## src/hdl/sle_pkg.sv

```systemverilog
`timescale 1ns / 1ps
// sle_pkg: shared types, codes and sizes for the sequential list engine
// used by the interfaces, the controller, the datapath and the top level

package sle_pkg;

  // fixed field widths of the transaction payloads
  localparam int OP_W  = 2;
  localparam int POS_W = 7;
  localparam int VAL_W = 32;

  // default sizes of the list storage
  localparam int DEPTH_DEF  = 64;
  localparam int ELEM_W_DEF = 32;

  // operation codes
  localparam logic [OP_W-1:0] OP_INSERT = 2'd0;
  localparam logic [OP_W-1:0] OP_DELETE = 2'd1;
  localparam logic [OP_W-1:0] OP_LOCATE = 2'd2;

  // controller states
  typedef enum logic [2:0] {
    ST_IDLE,
    ST_CHECK,
    ST_RUN,
    ST_DRAIN,
    ST_FINISH,
    ST_RESULT
  } state_t;

  // controller to datapath commands
  typedef struct packed {
    logic load;    // latch the incoming transaction
    logic check;   // latch the bounds check
    logic issue;   // read one entry and step the address
    logic fin;     // final write and count update
    logic result;  // load the result register
  } dp_cmd_t;

  // datapath to controller status
  typedef struct packed {
    logic chk_ok;   // operation may proceed
    logic rd_none;  // nothing to move (insert at the tail)
    logic rd_last;  // current read address is the last one
    logic match;    // locate hit on the entry just read
  } dp_sts_t;

endpackage

```

## src/hdl/sle_in_if.sv

```systemverilog
`timescale 1ns / 1ps
// sle_in_if: input channel of the sequential list engine
// depends on sle_pkg for the payload widths

interface sle_in_if;
  logic                        valid;
  logic                        ready;
  logic [sle_pkg::OP_W-1:0]    op;
  logic [sle_pkg::POS_W-1:0]   position;
  logic [sle_pkg::VAL_W-1:0]   value;

  modport source (output valid, output op, output position, output value, input ready);
  modport sink   (input valid, input op, input position, input value, output ready);
endinterface

```

## src/hdl/sle_out_if.sv

```systemverilog
`timescale 1ns / 1ps
// sle_out_if: result channel of the sequential list engine
// depends on sle_pkg for the payload widths

interface sle_out_if;
  logic                        valid;
  logic                        ready;
  logic                        ok;
  logic [sle_pkg::VAL_W-1:0]   removed_value;
  logic [sle_pkg::POS_W-1:0]   found_position;
  logic [sle_pkg::POS_W-1:0]   count;

  modport source (output valid, output ok, output removed_value, output found_position,
                  output count, input ready);
  modport sink   (input valid, input ok, input removed_value, input found_position,
                  input count, output ready);
endinterface

```

## src/hdl/sle_ctrl.sv

```systemverilog
`timescale 1ns / 1ps
// sle_ctrl: state machine that sequences one list operation at a time
// depends on sle_pkg for the state type and the command/status structs

module sle_ctrl (
  input  logic              clk,
  input  logic              rst_n,
  input  logic              in_valid,
  output logic              in_ready,
  output logic              out_valid,
  input  logic              out_ready,
  input  sle_pkg::dp_sts_t  sts,
  output sle_pkg::dp_cmd_t  cmd
);

  sle_pkg::state_t state_r, state_nxt;
  logic            out_valid_r, out_valid_nxt;
  logic            slot_free;

  assign slot_free = !out_valid_r || out_ready;
  assign out_valid = out_valid_r;

  // state and result flag registers
  always_ff @(posedge clk) begin
    if (!rst_n) begin
      state_r     <= sle_pkg::ST_IDLE;
      out_valid_r <= 1'b0;
    end else begin
      state_r     <= state_nxt;
      out_valid_r <= out_valid_nxt;
    end
  end

  // next state and commands
  always_comb begin
    state_nxt  = state_r;
    cmd        = '0;
    in_ready   = 1'b0;
    unique case (state_r)
      sle_pkg::ST_IDLE: begin
        in_ready = 1'b1;
        if (in_valid) begin
          cmd.load  = 1'b1;
          state_nxt = sle_pkg::ST_CHECK;
        end
      end
      sle_pkg::ST_CHECK: begin
        cmd.check = 1'b1;
        priority if (!sts.chk_ok) begin
          state_nxt = sle_pkg::ST_RESULT;
        end else if (sts.rd_none) begin
          state_nxt = sle_pkg::ST_FINISH;
        end else begin
          state_nxt = sle_pkg::ST_RUN;
        end
      end
      sle_pkg::ST_RUN: begin
        // stop the scan on the first hit
        priority if (sts.match) begin
          state_nxt = sle_pkg::ST_FINISH;
        end else begin
          cmd.issue = 1'b1;
          if (sts.rd_last) begin
            state_nxt = sle_pkg::ST_DRAIN;
          end
        end
      end
      sle_pkg::ST_DRAIN: begin
        state_nxt = sle_pkg::ST_FINISH;
      end
      sle_pkg::ST_FINISH: begin
        cmd.fin   = 1'b1;
        state_nxt = sle_pkg::ST_RESULT;
      end
      sle_pkg::ST_RESULT: begin
        if (slot_free) begin
          cmd.result = 1'b1;
          state_nxt  = sle_pkg::ST_IDLE;
        end
      end
      default: begin
        state_nxt = sle_pkg::ST_IDLE;
      end
    endcase
  end

  // result register handshake
  always_comb begin
    out_valid_nxt = out_valid_r;
    if (out_valid_r && out_ready) begin
      out_valid_nxt = 1'b0;
    end
    if (cmd.result) begin
      out_valid_nxt = 1'b1;
    end
  end

  // a result load always leaves a pending transaction and an idle controller
  a_result_load: assert property (@(posedge clk) disable iff (!rst_n)
    cmd.result |=> out_valid_r && state_r == sle_pkg::ST_IDLE)
    else $error("result load did not settle");

  // a pending result is never overwritten
  a_no_overwrite: assert property (@(posedge clk) disable iff (!rst_n)
    (out_valid_r && !out_ready) |-> !cmd.result)
    else $error("result overwritten while pending");

  // reads are issued only while an operation walks the list
  a_issue_run: assert property (@(posedge clk) disable iff (!rst_n)
    cmd.issue |-> $past(state_r) == sle_pkg::ST_CHECK || $past(state_r) == sle_pkg::ST_RUN)
    else $error("read issued outside a scan");

endmodule

```

## src/hdl/sle_datapath.sv

```systemverilog
`timescale 1ns / 1ps
// sle_datapath: list memory, count, address walker and result register
// depends on sle_pkg for widths, operation codes and the command/status structs

module sle_datapath #(
  parameter int DEPTH      = sle_pkg::DEPTH_DEF,
  parameter int ELEM_WIDTH = sle_pkg::ELEM_W_DEF
) (
  input  logic                        clk,
  input  logic                        rst_n,
  input  logic [sle_pkg::OP_W-1:0]    in_op,
  input  logic [sle_pkg::POS_W-1:0]   in_position,
  input  logic [sle_pkg::VAL_W-1:0]   in_value,
  input  sle_pkg::dp_cmd_t            cmd,
  output sle_pkg::dp_sts_t            sts,
  output logic                        out_ok,
  output logic [sle_pkg::VAL_W-1:0]   out_removed_value,
  output logic [sle_pkg::POS_W-1:0]   out_found_position,
  output logic [sle_pkg::POS_W-1:0]   out_count
);

  localparam int AW   = (DEPTH > 1) ? $clog2(DEPTH) : 1;
  localparam int CW   = $clog2(DEPTH + 1);
  localparam int CMPW = ((CW > sle_pkg::POS_W) ? CW : sle_pkg::POS_W) + 1;

  // list storage
  logic [ELEM_WIDTH-1:0] mem [DEPTH];

  logic [sle_pkg::OP_W-1:0]  op_r;
  logic [sle_pkg::POS_W-1:0] pos_r;
  logic [ELEM_WIDTH-1:0]     key_r;
  logic [CW-1:0]             cnt_r, cnt_nxt;
  logic [AW-1:0]             addr_r, addr_nxt;
  logic                      s1_valid_r;
  logic [AW-1:0]             s1_addr_r;
  logic [ELEM_WIDTH-1:0]     rdata_r;
  logic [ELEM_WIDTH-1:0]     removed_r;
  logic [CW-1:0]             found_r;
  logic                      chk_r;

  logic            is_ins, is_del, is_loc;
  logic [CMPW-1:0] pos_w, cnt_w, pos_m1;
  logic [AW-1:0]   pos_addr, last_addr;
  logic            ins_ok, del_ok, loc_ok;
  logic            mem_we;
  logic [AW-1:0]   mem_waddr;
  logic [ELEM_WIDTH-1:0] mem_wdata;
  logic            take_removed;

  assign is_ins = (op_r == sle_pkg::OP_INSERT);
  assign is_del = (op_r == sle_pkg::OP_DELETE);
  assign is_loc = (op_r == sle_pkg::OP_LOCATE);

  // bounds checks on the latched transaction
  assign pos_w     = CMPW'(pos_r);
  assign cnt_w     = CMPW'(cnt_r);
  assign pos_m1    = pos_w - CMPW'(1);
  assign pos_addr  = AW'(pos_m1);
  assign last_addr = AW'(cnt_w - CMPW'(1));
  assign ins_ok    = (pos_w != '0) && (pos_w <= cnt_w + CMPW'(1)) && (cnt_w < CMPW'(DEPTH));
  assign del_ok    = (pos_w != '0) && (pos_w <= cnt_w);
  assign loc_ok    = (cnt_w != '0);

  always_comb begin
    sts.chk_ok  = (is_ins && ins_ok) || (is_del && del_ok) || (is_loc && loc_ok);
    sts.rd_none = is_ins && (pos_m1 == cnt_w);
    sts.rd_last = is_ins ? (addr_r == pos_addr) : (addr_r == last_addr);
    sts.match   = s1_valid_r && is_loc && (rdata_r == key_r) && (found_r == '0);
  end

  // transaction latch
  always_ff @(posedge clk) begin
    if (cmd.load) begin
      op_r  <= in_op;
      pos_r <= in_position;
      key_r <= ELEM_WIDTH'(in_value);
    end
    if (cmd.check) begin
      chk_r <= sts.chk_ok;
    end
  end

  // address walker: descending for insert, ascending otherwise
  always_comb begin
    addr_nxt = addr_r;
    priority if (cmd.load) begin
      priority if (in_op == sle_pkg::OP_INSERT) begin
        addr_nxt = AW'(CMPW'(cnt_r) - CMPW'(1));
      end else if (in_op == sle_pkg::OP_DELETE) begin
        addr_nxt = AW'(CMPW'(in_position) - CMPW'(1));
      end else begin
        addr_nxt = '0;
      end
    end else if (cmd.issue) begin
      addr_nxt = is_ins ? (addr_r - AW'(1)) : (addr_r + AW'(1));
    end
  end

  always_ff @(posedge clk) begin
    addr_r <= addr_nxt;
  end

  // memory read port with registered data
  always_ff @(posedge clk) begin
    if (cmd.issue) begin
      rdata_r <= mem[addr_r];
    end
    s1_addr_r <= addr_r;
  end

  always_ff @(posedge clk) begin
    if (!rst_n) begin
      s1_valid_r <= 1'b0;
    end else begin
      s1_valid_r <= cmd.issue;
    end
  end

  // write port: shift from the read stage or store the inserted element
  assign take_removed = s1_valid_r && is_del && (s1_addr_r == pos_addr);

  always_comb begin
    mem_we    = 1'b0;
    mem_waddr = s1_addr_r;
    mem_wdata = rdata_r;
    priority if (cmd.fin && is_ins) begin
      mem_we    = 1'b1;
      mem_waddr = pos_addr;
      mem_wdata = key_r;
    end else if (s1_valid_r && is_ins) begin
      mem_we    = 1'b1;
      mem_waddr = s1_addr_r + AW'(1);
    end else if (s1_valid_r && is_del && !take_removed) begin
      mem_we    = 1'b1;
      mem_waddr = s1_addr_r - AW'(1);
    end else begin
      mem_we = 1'b0;
    end
  end

  always_ff @(posedge clk) begin
    if (mem_we) begin
      mem[mem_waddr] <= mem_wdata;
    end
  end

  // removed element and first match
  always_ff @(posedge clk) begin
    if (take_removed) begin
      removed_r <= rdata_r;
    end
    if (cmd.load) begin
      found_r <= '0;
    end else if (sts.match) begin
      found_r <= CW'(CMPW'(s1_addr_r) + CMPW'(1));
    end
  end

  // element count
  always_comb begin
    cnt_nxt = cnt_r;
    if (cmd.fin) begin
      priority if (is_ins) begin
        cnt_nxt = cnt_r + CW'(1);
      end else if (is_del) begin
        cnt_nxt = cnt_r - CW'(1);
      end else begin
        cnt_nxt = cnt_r;
      end
    end
  end

  always_ff @(posedge clk) begin
    if (!rst_n) begin
      cnt_r <= '0;
    end else begin
      cnt_r <= cnt_nxt;
    end
  end

  // result register
  always_ff @(posedge clk) begin
    if (cmd.result) begin
      out_ok             <= is_loc ? (found_r != '0) : ((is_ins || is_del) && chk_r);
      out_removed_value  <= (is_del && chk_r) ? sle_pkg::VAL_W'(removed_r) : '0;
      out_found_position <= is_loc ? sle_pkg::POS_W'(found_r) : '0;
      out_count          <= sle_pkg::POS_W'(cnt_r);
    end
  end

  // the count never passes the capacity
  a_cnt_bound: assert property (@(posedge clk) disable iff (!rst_n)
    CMPW'(cnt_r) <= CMPW'(DEPTH))
    else $error("element count above capacity");

  // the final insert write never meets a shift write
  a_wr_collide: assert property (@(posedge clk) disable iff (!rst_n)
    (cmd.fin && !is_loc) |-> !s1_valid_r)
    else $error("write port collision");

  // a new transaction clears the match position
  a_found_clr: assert property (@(posedge clk) disable iff (!rst_n)
    cmd.load |=> found_r == '0)
    else $error("stale match position");

endmodule

```

## src/hdl/sequential_list_engine.sv

```systemverilog
`timescale 1ns / 1ps
// Ordered list of up to DEPTH elements held in a single-port-write, single-read RAM.
// Each input transaction is one insert, delete or locate and gives one result
// transaction. After a transaction is accepted the operation walks n entries,
// where n is count - position + 1 for insert and delete and the match position
// (or count when nothing matches) for locate. An insert at the tail walks nothing;
// a rejected operation (bad position, full list, locate on an empty list, unused
// op code) walks nothing and goes from the bounds check straight to the result.
// The result waits until the previous one has been taken from the output register.
// The walk reads one entry per cycle and, for insert and delete, writes each moved
// entry one place up or down in the next cycle, so the RAM read port sets the pace.
// One operation is in flight at a time; a new transaction is taken while the
// previous result still waits in the output register. No clearing pass is needed
// after reset.
// depends on sle_pkg, sle_in_if, sle_out_if, sle_ctrl and sle_datapath

module sequential_list_engine #(
  parameter int DEPTH      = sle_pkg::DEPTH_DEF,
  parameter int ELEM_WIDTH = sle_pkg::ELEM_W_DEF
) (
  input  logic     clk,
  input  logic     rst_n,
  sle_in_if.sink   in_ch,
  sle_out_if.source out_ch
);

  sle_pkg::dp_cmd_t cmd;
  sle_pkg::dp_sts_t sts;

  // controller
  sle_ctrl u_ctrl (
    .clk       (clk),
    .rst_n     (rst_n),
    .in_valid  (in_ch.valid),
    .in_ready  (in_ch.ready),
    .out_valid (out_ch.valid),
    .out_ready (out_ch.ready),
    .sts       (sts),
    .cmd       (cmd)
  );

  // datapath
  sle_datapath #(
    .DEPTH      (DEPTH),
    .ELEM_WIDTH (ELEM_WIDTH)
  ) u_dp (
    .clk                (clk),
    .rst_n              (rst_n),
    .in_op              (in_ch.op),
    .in_position        (in_ch.position),
    .in_value           (in_ch.value),
    .cmd                (cmd),
    .sts                (sts),
    .out_ok             (out_ch.ok),
    .out_removed_value  (out_ch.removed_value),
    .out_found_position (out_ch.found_position),
    .out_count          (out_ch.count)
  );

endmodule
```

## src/flat_wrapper.sv

```systemverilog
// flat-port wrapper written by rule: the top's interface ports become plain ports
module sequential_list_engine_flat 
#(
  parameter int DEPTH      = sle_pkg::DEPTH_DEF,
  parameter int ELEM_WIDTH = sle_pkg::ELEM_W_DEF
)
  (clk, rst_n, in_ch_valid, in_ch_op, in_ch_position, in_ch_value, in_ch_ready, out_ch_valid, out_ch_ok, out_ch_removed_value, out_ch_found_position, out_ch_count, out_ch_ready);
  sle_in_if in_ch_i ();
  sle_out_if out_ch_i ();
  input  logic clk;
  input  logic rst_n;
  input wire logic [$bits(in_ch_i.valid)-1:0] in_ch_valid;
  input wire logic [$bits(in_ch_i.op)-1:0] in_ch_op;
  input wire logic [$bits(in_ch_i.position)-1:0] in_ch_position;
  input wire logic [$bits(in_ch_i.value)-1:0] in_ch_value;
  output wire logic [$bits(in_ch_i.ready)-1:0] in_ch_ready;
  output wire logic [$bits(out_ch_i.valid)-1:0] out_ch_valid;
  output wire logic [$bits(out_ch_i.ok)-1:0] out_ch_ok;
  output wire logic [$bits(out_ch_i.removed_value)-1:0] out_ch_removed_value;
  output wire logic [$bits(out_ch_i.found_position)-1:0] out_ch_found_position;
  output wire logic [$bits(out_ch_i.count)-1:0] out_ch_count;
  input wire logic [$bits(out_ch_i.ready)-1:0] out_ch_ready;
  assign in_ch_i.valid = in_ch_valid;
  assign in_ch_i.op = in_ch_op;
  assign in_ch_i.position = in_ch_position;
  assign in_ch_i.value = in_ch_value;
  assign in_ch_ready = in_ch_i.ready;
  assign out_ch_valid = out_ch_i.valid;
  assign out_ch_ok = out_ch_i.ok;
  assign out_ch_removed_value = out_ch_i.removed_value;
  assign out_ch_found_position = out_ch_i.found_position;
  assign out_ch_count = out_ch_i.count;
  assign out_ch_i.ready = out_ch_ready;
  sequential_list_engine #(.DEPTH(DEPTH), .ELEM_WIDTH(ELEM_WIDTH)) u_core (.clk(clk), .rst_n(rst_n), .in_ch(in_ch_i), .out_ch(out_ch_i));
endmodule
```

## config.mk

```make
export PLATFORM = sky130hd
export DESIGN_NAME = sequential_list_engine_flat
export DESIGN_NICKNAME = d
export VERILOG_FILES = /design/src/hdl/sle_pkg.sv /design/src/hdl/sle_in_if.sv /design/src/hdl/sle_out_if.sv /design/src/hdl/sle_ctrl.sv /design/src/hdl/sle_datapath.sv /design/src/hdl/sequential_list_engine.sv /design/src/flat_wrapper.sv
export SDC_FILE = /design/constraint.sdc
export NUM_CORES = 2
export LEC_CHECK = 0
export BUFFER_PORTS_ARGS = -buffer_cell sky130_fd_sc_hd__buf_4
export CORE_MARGIN = 2
export CORE_UTILIZATION = 46
export DETAILED_ROUTE_END_ITERATION = 8
export PLACE_DENSITY_LB_ADDON = 0.3
export SLEW_MARGIN = 20
export SYNTH_ARGS = -nofsm -noshare
export SYNTH_HDL_FRONTEND = slang
export SYNTH_SLANG_ARGS = --single-unit
```

## constraint.sdc

```tcl
create_clock -name clk -period 5.97 [get_ports clk]
set_input_delay 0.597 -clock clk [delete_from_list [all_inputs] [get_ports clk]]
set_output_delay 0.597 -clock clk [all_outputs]
set_load 0.1 [all_outputs]
```

After elaboration in Yosys (flattened, before gate mapping)
Memory sizes are Yosys's and may differ from the RTL's. A register that Yosys moved wholly into a read port is not among the register bits.
Cells that the tools add are included.
- flip-flop bits (word level): 152
- bits in writable memories: 2048
- input bits: 45
- memories: 1
- add/subtract/negate cells: 11
- magnitude comparators: 3
- equal/unequal tests: 16
- multiplexer cells: 36
- reductions and logical operators: 36
- memories (name ; words ; width ; read ports ; clocked after Yosys merged registers in ; write ports ; RTL line ; RTL):
    u_core.u_dp.mem ; 64 ; 32 ; 1 ; 1 ; 1 ; sle_datapath.sv:27 ; logic [ELEM_WIDTH-1:0] mem [DEPTH];
- operators by type and width (kind ; number):
    $mux 6 ; 8
    $eq 32x32->1 ; 1
    $mux 32 ; 1
    $sub 6x1->6 const B ; 4
    $eq 6x6->1 ; 3
    $logic_and 1x1->1 ; 18
    $mux 1 ; 18
    $mux 3 ; 6
    $pmux 3 s6 ; 1
    $reduce_bool 8->1 ; 2
    $mux 7 ; 2
    $add 6x1->6 const B ; 2
    $add 7x1->8 const B ; 1
    $eq 8x7->1 ; 1
    $le 7x8->1 ; 1
    $sub 7x1->8 const B ; 1
    $add 6x1->7 const B ; 1
    $add 7x1->7 const B ; 1
    $le 7x7->1 ; 1
    $logic_not 7->1 ; 1
    $lt 7x7->1 const B ; 1
    $reduce_bool 7->1 ; 1
    $sub 7x1->7 const B ; 1
    $eq 3x2->1 const B ; 2
    other kinds (13) ; 23

Logic depth before layout (Yosys ltp)
- depth in word-level cells: 10
- depth in mapped cells: 13
- mapped depth without buffers: 12

By module
From an unflattened synthesis, not the netlist that was laid out.
- cell total of the unflattened synthesis: 3707
- area total of the unflattened synthesis: 86560.5 um^2
- by module, submodules not included (module ; instances ; cells each ; area each (um^2)):
    sle_datapath ; 1 ; 3671 ; 86264.0
    sle_ctrl ; 1 ; 36 ; 296.5

Least setup slack after synthesis
OpenSTA, ideal clock, no wires.
- kind: reg-to-reg
- start point: register u_core.u_dp.pos_r[0] (netlist name)
- end point: memory u_core.u_dp.mem[39][0] (netlist name) (enable)
- setup time: 0.501 ns
- arrival: 5.766 ns
- required time: 5.469 ns
- setup slack: -0.298 ns
- stages on the path, launching flop included: 11
- buffers on the path: 1
- period minus slack after synthesis: 6.268 ns
- cell sequence: edfxtp_1 > inv_1 > ha_1 > or3b_1 > clkbuf_1 > xnor2_1 > nor4b_2 > a21o_1 > mux2i_2 > nand2_1 > nor4_1
- cells in the longest elaborated chain, start to end: 10
- elaborated cells between the ends (all ways): 13
- ends and longest elaborated chain (what ; RTL line ; RTL):
    from (decl) ; sle_datapath.sv:30 ; logic [sle_pkg::POS_W-1:0] pos_r;
    from (signal assigned) ; sle_datapath.sv:75 ; pos_r <= in_position;
    $sub 7x1->8 * ; sle_datapath.sv:57 ; assign pos_m1 = pos_w - CMPW'(1);
    $eq 6x6->1 ; sle_datapath.sv:120 ; assign take_removed = s1_valid_r && is_del && (s1_addr_r == pos_addr);
    $logic_and 1x1->1 ; sle_datapath.sv:120 ;
    $logic_not 1->1 ; sle_datapath.sv:133 ; end else if (s1_valid_r && is_del && !take_removed) begin
    $logic_and 1x1->1 ; sle_datapath.sv:133 ;
    $mux 1 ; sle_datapath.sv:133 ;
    $mux 1 ; sle_datapath.sv:130 ; end else if (s1_valid_r && is_ins) begin
    $mux 1 ; sle_datapath.sv:126 ; priority if (cmd.fin && is_ins) begin
    $mux 1 ; sle_datapath.sv:142 ; if (mem_we) begin
    $mux 1 (not written as such) ; sle_datapath.sv:143 ; mem[mem_waddr] <= mem_wdata;
    to (decl) ; sle_datapath.sv:27 ;
Mark *: on every way between the ends. The rest lies on a longest branch, timed or not.

Worst setup path in the final report
- start point: register u_core.u_dp.pos_r[0] (netlist name)
- end point: memory u_core.u_dp.mem[24][25] (netlist name) (enable)
Same word-level chain as after synthesis.

==> run_results.csv <==
group,metric,value,unit
place,dp_slack,804.7,ps
global_route,grt-ovfl-total,0,
detailed_routing,wirelength,213.6,mm
cells_and_area,drive_above_1_share,0.3155,
sta,grt_setup_unrepaired,"no",
worst_setup_path,required,6520,ps
hold_path,hold_path.class,"input pin to flop",
place,port_buffers,93,
sta,layout_min_cycle_time,5369,ps
global_route,grt_busiest_layer,"met2",
die,dieHeight,437.6,microns
sta,drv_slew,0,
worst_setup_path,setup.worst_path.start_class,"flop",
sta,setup_slack,601.1,ps
place,hpwl,132.2,mm
cells_and_area,fillCellCount,14047,
sta,relSlewSlack,0.1664,
cts,cts_buffer_depth,3,
cts,cts_resized,0,
cts,clock_latency,860,ps
worst_setup_path,timing.rr.end,"u_core.u_dp.mem[24][25]",
yosys,synth.distinct_cells,75,
sta,fmax,0.1863,GHz
global_route,grt_max_degree,147,
power_and_ir_drop,powerDensity,465.7,nW/um^2
yosys,avgSynthCellArea,23.41,sq um
worst_setup_path,path_class,"flop to flop",
detailed_routing,drt_pre_antenna_iters,6,
yosys,synth_area,86470,sq um
global_route,use_met2,0.3616,
global_route,grt_usage,0.2237,
yosys,ys_seq_area_frac,0.7722,
global_route,grt_util_met1,0.3157,
detailed_routing,wire_per_inst,31.98,microns
worst_setup_path,rr_worst_depth,10,
worst_setup_path,startpoint,"u_core.u_dp.pos_r[0]",
yosys,synthesis.nets,3771,
die,die_w,437.6,microns
global_route,grt_pass1_vias,39604,
place,numPlacedInstances,6240,
die,rows,159,
cts,cts.sinks,2232,
cells_and_area,nets,4078,
worst_setup_path,cp_data_arrival_time,5920,ps
global_route,gr-usage-met3,0.04207,
detailed_routing,final_antenna_net_count,0,
sta,setup_viol,0,
cts,post-cts-setup-buffer-count,0,
die,initial_core_util,0.4619,
yosys,synth_seq_cells,2232,
die,die-area,191500,sq um
cells_and_area,layout.cells.non_filler,6681,
worst_setup_path,crit_path_end_kind,"flop",
die,core_area,187200,sq um
worst_setup_path,r2r_setup_slack,600,ps
die,ios,94,
power_and_ir_drop,p_leak,30.95,nW
cells_and_area,area_growth,14.55,%
sta,fin_crit_sh,0.8993,
place,gp_congestion,0.8891,
cts,h-tree-depth,4,
worst_setup_path,crit_end,"u_core.u_dp.mem[24][25]",
yosys,syn-instance-count,3694,
detailed_routing,via_count,40105,
status,status,"finished clean",
yosys,synthFlopType,"edfxtp_1",
detailed_routing,drt_iter0_markers,5097,
global_route,grt_antenna_before_repair,10,
detailed_routing,viasPerCell,6.003,
sta,hold_violations,0,
yosys,async_flop_share,0,
global_route,grt_pass1_wl,301.8,mm
cts,cts_tree,"done",
cts,cts_root_buffer,"clkbuf_16",
sta,tightestPinTransition,1243,ps
sta,skew,65.63,ps
yosys,synth_warnings,0,
cts,cts_buffers,214,
yosys,synth_edf_count,2207,
cts,clkTransAtPathRegs,70,ps
worst_setup_path,worstPathMaxFanout,17,
worst_setup_path,worstReg2RegStart,"u_core.u_dp.pos_r[0]",
detailed_routing,drc_errors,0,
power_and_ir_drop,vdd_ir_drop_max,365.8,uV
run,cap_viol_max_count,0,
-- worst max-delay path, stage by stage (launching register included) --
cell and delay [ps]:
edfxtp_1 490, inv_1 130, ha_1 240, xnor2_1 430, xnor2_1 140, nor4b_2 550, a211oi_1 180, a211oi_1 1050
nand3_1 860, nor2_4 750, buf_12 250
-- metal layers --
| metal | vias to the layer above | routed length, microns |
|---|---|---|
| li1 | 16376 | - |
| met1 | 21589 | 85670 |
| met2 | 1872 | 104900 |
| met3 | 266 | 17920 |
| met4 | 2 | 5103 |
| met5 | - | 18 |
-- sequential cells by signal, indices dropped and copies added, names as in the netlist, 7 cells and up --
register / flops
u_core.u_dp.pos_r: 7
u_core.u_dp.removed_r: 32
u_core.u_dp.key_r: 32
u_core.u_dp.cnt_r: 7
u_core.u_dp.out_found_position: 7
u_core.u_dp.out_count: 7
u_core.u_dp.rdata_r: 32
u_core.u_dp.found_r: 7
u_core.u_dp.mem: 2048
u_core.u_dp.out_removed_value: 32
-- power by group --
part	switching, W	total (W)	internal [W]
clock	0.00585	0.0137	0.00788
combinational	0.00811	0.0136	0.00551
sequential	0.000391	0.0188	0.0184
total	0.0143	0.0461	0.0318
-- what timing repair did --
item / 4_1_cts / 5_1_grt
setup endpoints to repair: 0 / 0
endpoints found under the hold margin: 40 / 0
hold buffers: 40 / 0
-- layout make-up --
type | count | area [sq um] | area share
Sequential cell | 2232 | 66770 | 0.6741
Timing Repair Buffer | 280 | 2540 | 0.02564
Antenna cell | 2 | 5.005 | 0.00005053
Inverter | 29 | 108.9 | 0.001099
Clock inverter | 142 | 1610 | 0.01626
Multi-Input combinational cell | 1244 | 19330 | 0.1952
Tap cell | 2495 | 3122 | 0.03152
Clock buffer | 257 | 5559 | 0.05612
-- per-stage QoR --
| step | hold slack (ps) | util | cell area [sq um] | TNS, ps | power [W] |
|---|---|---|---|---|---|
| after CTS | 27.51 | 0.5291 | 99050 | 0 | 0.04646 |
| final | 78.83 | 0.5291 | 99050 | 0 | 0.04613 |
| after detailed placement | 477.8 | 0.4887 | 91480 | 0 | 0.03281 |
| after global routing | 64.62 | 0.5291 | 99050 | 0 | 0.04755 |
| after global placement | 465.6 | 0.4886 | 91470 | 0 | 0.03271 |
| after floorplan | 346.2 | - | 86470 | -19050 | 0.02742 |
-- kinds of logic after synthesis --
logic type | count (synthesis) | share of synthesized area
buf+inv | 218 | 0.009608
xor+xnor | 87 | 0.008971
flops | 2232 | 0.7722
simple gates | 348 | 0.01997
compound gates | 93 | 0.007944
fa+ha+maj | 32 | 0.004804
mux | 684 | 0.1765
-- placed cells by master (no fill, tap or decap), types with 5 or more instances in the layout --
cell type      instances
nor2_1                39
or4_1                  5
a211oi_1               7
nand2_2               11
xnor2_1               70
xor2_1                16
nor3_1                 9
clkinv_1              55
nor2_4                34
clkinv_2              35
buf_12                27
nand3_1               25
and2_1                 8
o22ai_1                7
nand2_1              103
buf_4                213
edfxtp_1            2207
and3_2                 6
ha_1                  30
clkbuf_1              41
o21ai_0                8
mux4_2               672
mux2i_1               10
clkinvlp_4             8
inv_1                 26
dlygate4sd3_1         40
nor3_2                18
bufinv_16             28
a21oi_1               26
clkinv_16              6
nor4_1                 5
clkbuf_16            216
nand2b_1               5
and3_1                33
nand4_1               12
dfxtp_1               25
a21o_1                 7
-- how the worst min path moves through the flow --
stage / cells after the start / from / slack (ps) / to
3_5_place_dp: 2 / u_core.u_dp.found_r[2] / 480 / u_core.u_dp.found_r[2]
2_1_floorplan: 0 / u_core.u_dp.addr_r[0] / 350 / u_core.u_dp.s1_addr_r[0]
3_3_place_gp: 2 / u_core.u_dp.found_r[5] / 470 / u_core.u_dp.found_r[5]
4_1_cts: 1 / in_ch_op[0] / 30 / u_core.u_dp.op_r[0]
5_1_grt: 1 / in_ch_op[0] / 60 / u_core.u_dp.op_r[0]
6_report: 1 / in_ch_op[0] / 80 / u_core.u_dp.op_r[0]
-- cells in the mapped netlist, types with 3 or more instances --
master    instances  area, sq um
mux4_2          672        15130
nor2b_1           4        25.02
and3_1           39        244.0
edfxtp_1       2207        66270
nand4_1          12        75.07
xnor2_1          70        613.1
or2_2             3        18.77
nor2_1           72        270.3
nand3_1          25        125.1
o21ai_0           8        40.04
ha_1             30        375.4
a211oi_1          7        52.55
nor3_2            4        40.04
xor2_1           16        140.1
clkbuf_1        131        491.7
buf_1            53        198.9
nor4_2            3        37.54
o21bai_1          3        22.52
nor4_1            7        43.79
a21oi_1          26        130.1
nand2_1         118        442.9
mux2i_1          10        100.1
or4_1             5        37.54
o21a_1            3        22.52
a21o_1            7        52.55
nand2b_1          5        31.28
inv_1            28        105.1
o22ai_1           7        43.79
nor3_1           27        135.1
buf_2             4        20.02
dfxtp_1          25        500.5
and2_1            8        50.05
o31ai_1           4        30.03
Note: power is estimated with default switching activity, not from simulation.
